**src/sv/assert_macros.svh**
```systemverilog
// Assertion macros used by the top-level RTL file of the dual-layout cache block.
// No dependencies; include by bare file name.
`ifndef ASSERT_MACROS_SVH
`define ASSERT_MACROS_SVH

// Same-cycle implication, disabled during reset
`define DLFC_ASSERT_IMP(label, clk, rst_n, ante, cons, msg) \
  label: assert property (@(posedge clk) disable iff (!rst_n) (ante) |-> (cons)) \
    else $error(msg);

// Next-cycle implication, disabled during reset
`define DLFC_ASSERT_NXT(label, clk, rst_n, ante, cons, msg) \
  label: assert property (@(posedge clk) disable iff (!rst_n) (ante) |=> (cons)) \
    else $error(msg);

`endif

```
**src/sv/dlfc_pkg.sv**
```systemverilog
// Shared types and constants of the dual-layout FIFO cache block.
// No dependencies; imported by every module of the block but dlfc_queue.
`default_nettype none

package dlfc_pkg;

  // Default sizes of the top-level parameters
  localparam int DEF_ADDRESS_WIDTH = 48;
  localparam int DEF_MAX_SETS_LOG2 = 10;
  localparam int DEF_MAX_WAYS      = 8;

  // Counter and configuration port widths
  localparam int CNT_W     = 32;
  localparam int CFG_W     = 5;
  localparam int CFG_IDX_W = 2;

  // Configuration register indexes
  localparam logic [CFG_IDX_W-1:0] REG_INDEX_BITS  = 2'd0;
  localparam logic [CFG_IDX_W-1:0] REG_OFFSET_BITS = 2'd1;
  localparam logic [CFG_IDX_W-1:0] REG_WAYS        = 2'd2;

  // Configuration reset values
  localparam logic [3:0] RST_INDEX_BITS  = 4'd5;
  localparam logic [4:0] RST_OFFSET_BITS = 5'd4;
  localparam logic [3:0] RST_WAYS        = 4'd1;

  typedef struct packed {
    logic [3:0] index_bits;
    logic [4:0] offset_bits;
    logic [3:0] ways;
  } cfg_t;

  // Per-cycle command from the back-end sequencer to a cache bank
  typedef struct packed {
    logic rd_en;   // read the set addressed by the request
    logic upd_en;  // compare and allocate on a miss
    logic clr_en;  // clear valid bits and victim pointer of one set
  } bank_ctl_t;

endpackage

`default_nettype wire

```
**src/sv/dlfc_queue.sv**
```systemverilog
// Two-entry register queue between the front end and the back end.
// Depends on nothing but its WIDTH parameter.
`default_nettype none

module dlfc_queue #(
  parameter int WIDTH = 8
) (
  input  wire logic             clk,
  input  wire logic             rst_n,
  input  wire logic             push,
  input  wire logic [WIDTH-1:0] push_data,
  output logic                  full,
  input  wire logic             pop,
  output logic                  not_empty,
  output logic [WIDTH-1:0]      head
);

  logic [WIDTH-1:0] slot_r [2];
  logic             wr_ptr_r, wr_ptr_nxt;
  logic             rd_ptr_r, rd_ptr_nxt;
  logic [1:0]       count_r, count_nxt;

  assign full      = (count_r == 2'd2);
  assign not_empty = (count_r != 2'd0);
  assign head      = slot_r[rd_ptr_r];

  // Advance pointers and occupancy
  always_comb begin
    wr_ptr_nxt = push ? ~wr_ptr_r : wr_ptr_r;
    rd_ptr_nxt = pop ? ~rd_ptr_r : rd_ptr_r;
    count_nxt  = count_r;
    if (push && !pop) begin
      count_nxt = count_r + 2'd1;
    end else if (pop && !push) begin
      count_nxt = count_r - 2'd1;
    end
  end

  always_ff @(posedge clk) begin
    if (!rst_n) begin
      wr_ptr_r <= 1'b0;
      rd_ptr_r <= 1'b0;
      count_r  <= 2'd0;
    end else begin
      wr_ptr_r <= wr_ptr_nxt;
      rd_ptr_r <= rd_ptr_nxt;
      count_r  <= count_nxt;
    end
  end

  // Store pushed entry
  always_ff @(posedge clk) begin
    if (push) begin
      slot_r[wr_ptr_r] <= push_data;
    end
  end

endmodule

`default_nettype wire

```
**src/sv/dlfc_front.sv**
```systemverilog
// Front end: accepts accesses, splits the address for both cache layouts
// and queues the result. Depends on dlfc_pkg and dlfc_queue.
`default_nettype none

module dlfc_front import dlfc_pkg::*; #(
  parameter int ADDRESS_WIDTH = DEF_ADDRESS_WIDTH,
  parameter int MAX_SETS_LOG2 = DEF_MAX_SETS_LOG2,
  localparam int SET_W   = (MAX_SETS_LOG2 > 0) ? MAX_SETS_LOG2 : 1,
  localparam int ENTRY_W = 2 * ADDRESS_WIDTH + 2 * SET_W + 1
) (
  input  wire logic                     clk,
  input  wire logic                     rst_n,
  input  wire cfg_t                     cfg,
  input  wire logic                     blocked,
  input  wire logic                     in_valid,
  output logic                          in_stall,
  input  wire logic [ADDRESS_WIDTH-1:0] in_address,
  input  wire logic                     in_is_write,
  input  wire logic                     q_pop,
  output logic                          q_valid,
  output logic [ENTRY_W-1:0]            q_data
);

  localparam int SH_W = $clog2(ADDRESS_WIDTH + 1);

  logic [SH_W-1:0]          ib_sh, ob_sh, room_sh, tb_sh;
  logic [ADDRESS_WIDTH-1:0] idx_mask, tag_mask, addr_ob;
  logic [ADDRESS_WIDTH-1:0] tag_a, tag_b;
  logic [SET_W-1:0]         set_a, set_b;
  logic                     q_full, push;

  // Clamp field widths to what the storage holds
  always_comb begin
    ib_sh   = (cfg.index_bits > MAX_SETS_LOG2) ? SH_W'(MAX_SETS_LOG2)
                                                : SH_W'(cfg.index_bits);
    room_sh = SH_W'(ADDRESS_WIDTH) - ib_sh;
    ob_sh   = (SH_W'(cfg.offset_bits) > room_sh) ? room_sh : SH_W'(cfg.offset_bits);
    tb_sh   = room_sh - ob_sh;
  end

  // Split the address: A is tag|index|offset, B is index|tag|offset
  always_comb begin
    idx_mask = {ADDRESS_WIDTH{1'b1}} >> (SH_W'(ADDRESS_WIDTH) - ib_sh);
    tag_mask = {ADDRESS_WIDTH{1'b1}} >> (SH_W'(ADDRESS_WIDTH) - tb_sh);
    addr_ob  = in_address >> ob_sh;
    set_a    = SET_W'(addr_ob & idx_mask);
    tag_a    = (in_address >> (ob_sh + ib_sh)) & tag_mask;
    set_b    = SET_W'((in_address >> (SH_W'(ADDRESS_WIDTH) - ib_sh)) & idx_mask);
    tag_b    = addr_ob & tag_mask;
  end

  assign in_stall = q_full || blocked;
  assign push     = in_valid && !in_stall;

  dlfc_queue #(
    .WIDTH (ENTRY_W)
  ) u_queue (
    .clk       (clk),
    .rst_n     (rst_n),
    .push      (push),
    .push_data ({in_is_write, tag_b, set_b, tag_a, set_a}),
    .full      (q_full),
    .pop       (q_pop),
    .not_empty (q_valid),
    .head      (q_data)
  );

endmodule

`default_nettype wire

```
**config.mk**
```make
export PLATFORM = sky130hd
export DESIGN_NAME = dlfc_front
export DESIGN_NICKNAME = d
export VERILOG_FILES = /design/src/sv/assert_macros.svh /design/src/sv/dlfc_pkg.sv /design/src/sv/dlfc_queue.sv /design/src/sv/dlfc_front.sv
export SDC_FILE = /design/constraint.sdc
export NUM_CORES = 1
export LEC_CHECK = 0
export CAP_MARGIN = 20
export CORE_MARGIN = 3
export CORE_UTILIZATION = 23
export DETAILED_ROUTE_END_ITERATION = 6
export DONT_BUFFER_PORTS = 1
export GPL_TIMING_DRIVEN = 0
export PLACE_DENSITY_LB_ADDON = 0.2
export SYNTH_ARGS = -nofsm -noshare
export SYNTH_HDL_FRONTEND = slang
export SYNTH_HIERARCHICAL = 1
export SYNTH_SLANG_ARGS = --single-unit
```
**constraint.sdc**
```tcl
create_clock -name clk -period 9.2 [get_ports clk]
set_input_delay 1.84 -clock clk [delete_from_list [all_inputs] [get_ports clk]]
set_output_delay 1.84 -clock clk [all_outputs]
set_load 0.01 [all_outputs]
```
==> key figures <==
Logic synthesis
  • Synth Area in Compound Gates: 0.08750
  • Yosys reg bits: approximately 240
  • Post-synth EDFFs: about 230
  • Asr flop ratio synth: 0
  • Syn Area/Cell: 11.86 um2
  • Post-synthesis cell type count: 65
  • Syn Nets: 1461
  • Proportion of synthesized area in mux cells: 0.3143
  • XOR/XNOR Fraction of Synth Area: 0.009501
  • Synth Warn #: 6
  • Adder-Cell Fraction of Synth Area: 0.01395
  • Synth Instances: 1377
  • Sequential share of the synthesized area: 0.4364
  • Synthesized area: 16330 um2
  • Main synth FF type: edfxtp_1
  • Largest family of logic cells by synthesized area: multiplexers
  • Synth Area in Simple Gates: 0.09677

Clock tree
  • Clk buf depth: 3
  • Clock root buffer: clkbuf_16
  • Clk slew on worst S/H paths: 60 ps
  • Clk_lat worst skew: 540 ps
  • Post-CTS repair timing setup buffer count: 0
  • CTS tree: done
  • CTS H-Tree Depth: 1
  • PostCTS Resize Cnt: 0
  • CTS sink cnt: roughly 240
  • Total CTS buffers: 26
  • Hold buffers post-CTS: 0

Drt
  • Iteration-0 DRC Markers: 1246
  • DRC: 0
  • Via/cell ratio: around 5
  • Routed vias: 12060
  • Antenna viol nets, final: 0
  • Initial DRT Pass Iterations: 6
  • Wire length on met3: 5.043 mm
  • Metal2 WL: 29.78 mm
  • Drt wl/cell: approximately 28 um
  • Metal1 wirelength: 29.52 mm
  • Final WL: roughly 66 mm
  • Top routing layer in use: met4

Timing
  • Crit share post-route: 0.7557
  • Final Max Slew Viols: 0
  • WHS: roughly 520 ps
  • Fmax: 143.8 MHz
  • Worst-Margin Slew: 1012 ps
  • Final setup viols: 0
  • Relative slew slack: 0.3078
  • Clock skew: about 13 ps
  • Tmin final: just under 7000 ps
  • RSZ-0062 raised after global routing: false
  • Hold Fails Final Rpt: 0

Power
  • VDD IR-drop max: 109.5 uV
  • Final Power: 3.768 mW
  • PD cells: 203.6 nW/um2
  • Leakage: 6.536 nW

Setup path
  • CP Class: primary input to register
  • CP Data Arrival Time: 7170 ps
  • Max incr delay on CP: 750 ps
  • Cell Chain, Critical Path: buf_2 > o21ai_0 > nand2_1 > ha_1 > inv_1 > ha_1 > clkbuf_1 > clkbuf_1 > clkbuf_1 > xor2_1 > fa_1 > a21o_1 > a21oi_1 > xor2_1 > clkbuf_1 > a21oi_1 > nor4_1
  • Crit-path slowest cell: nor4_1
  • Worst setup EP type: register
  • Most frequent CP cell: clkbuf_1
  • Crit path required time: between 9000 and 10000 ps
  • Nature of the critical path startpoint: primary input
  • Crit path max fanout: 10

Outcome
  • Status: finished, final reports clean

Global route
  • Vias in the first global route: around 12000
  • All-Layer GR Usage: 0.1720
  • Largest net degree at the start of global routing: 57
  • Gr ovfl total: 0
  • Initial antenna violation count: 0
  • First-pass GRT wire length: 92.98 mm

Placement
  • GP Congestion: 0.9390
  • Port bufs: 0
  • DP HPWL: around 53 mm
  • Placed Cells: 2324

Floorplan
  • I/O pin count: 186
  • Initial Util: 0.2328
  • Core Area: 70150 um2
  • Die area: about 74000 um2
  • Row Count: 97
  • Die width: 272.5 um
  • Chip height: ~270 um

Cells and area
  • Post-route non-filler standard cell count: around 2400
  • FF/Latch Area: 7127 um2
  • Proportion of layout cells with a drive suffix above 1: 0.2586
  • NumNets Final: 1496
  • Multi-input logic area: 8534 um2
  • Ant. Diodes: 0
  • # fillers: 7415
  • Synthesis-to-layout area growth: 13.35%

Run
  • Max Cap Viol: 0

Hold path
  • Min-Delay Path Class: register to register
[state kept, by name (all words and copies together), names as in the netlist, named ones only]
register,flops
u_queue/wr_ptr_r,1
u_queue/rd_ptr_r,1
u_queue/slot_r,234
u_queue/count_r,2
[final cells by class]
class                           instances  area share
Clock buffer                           30     0.03711
Multi-Input combinational cell        999      0.4611
Tap cell                              940     0.06354
Clock inverter                         13    0.009058
Inverter                               25    0.005070
Buffer                                114     0.03157
Timing Repair Buffer                    7    0.007504
Sequential cell                       239      0.3850
[cell usage after synthesis, types with 18 or more instances]
cell / instances / area (um2)
nand2_1: 114 / 427.9
nor3_1: 33 / 165.2
mux2i_1: 131 / 1311
nor2_1: 115 / 431.7
mux2_4: 31 / 465.5
edfxtp_1: 234 / 7027
a31oi_1: 18 / 112.6
clkbuf_1: 53 / 198.9
buf_2: 35 / 175.2
inv_1: 21 / 78.83
a21oi_1: 68 / 340.3
nand3_1: 24 / 120.1
mux2_2: 160 / 1802
mux4_2: 69 / 1554
o21ai_0: 39 / 195.2
[path summary, 6_finish.rpt]
path / slack, ps / to / from / cells past startpoint
setup reg to reg: 6040 / u_queue/slot_r[0][59] / u_queue/count_r[0] / 8
hold / removal: 520 / u_queue/count_r[1] / u_queue/count_r[1] / 2
hold reg to reg: 520 / u_queue/count_r[1] / u_queue/count_r[1] / 2
setup / recovery: 2250 / u_queue/slot_r[1][17] / cfg[12] / 17
[stage by stage]
step / setup WS, ps / util / setup TNS, ps / instance area [um2]
3_3_place_gp: -2842 / 0.2495 / -330990 / 17510
2_1_floorplan: 1034 / - / 0 / 16330
6_report: 2247 / 0.2639 / 0 / 18510
5_1_grt: 1871 / 0.2639 / 0 / 18510
4_1_cts: 2280 / 0.2639 / 0 / 18510
3_5_place_dp: 1752 / 0.2517 / 0 / 17650
[worst max-delay path: cells and delay by family]
kind	cells	cell delay (ps)
and+or+nand+nor	2	1000
AOI/OAI and AO/OA	4	800
xor gates and xnor gates	2	740
buffers and inverters	6	1780
adders and majority gates	3	990
[routing by layer]
metal | GRT usage | vias to the layer above
met5 | 0 | -
met3 | 0.04035 | 60
met4 | 0.04293 | 0
li1 | - | 5319
met1 | 0.2388 | 6189
met2 | 0.2693 | 488
[placed cells by master, fill, tap and decap left out, drive strengths merged, types with 10 or more instances in the layout]
cell type  count
inv           23
nor2         116
nand2b        13
a31oi         18
nand3         24
a22oi         10
edfxtp       234
clkbuf        83
and2          11
nand2        114
mux4          69
o21ai         40
a211oi        13
buf           68
a21oi         68
nor3          33
mux2         191
o21a          11
ha            15
o211ai        11
mux2i        131
[cells by family (layout without fill, tap and decap cells)]
logic type	Yosys count	in the layout
AND/OR/NAND/NOR	353	353
adder cells (fa/ha/maj)	17	17
AO/OA/AOI/OAI	222	222
multiplexers	391	391
XOR/XNOR	16	16
buffers and inverters	139	189
flip-flops	239	239
[where the power goes]
part	internal, mW	switching [mW]	total (mW)
Combinational	0.465	0.919	1.38
Clock	0.641	0.411	1.05
Sequential	1.32	0.0141	1.33
Total	2.42	1.34	3.77
No activity file was read; power rests on OpenSTA's default activity.
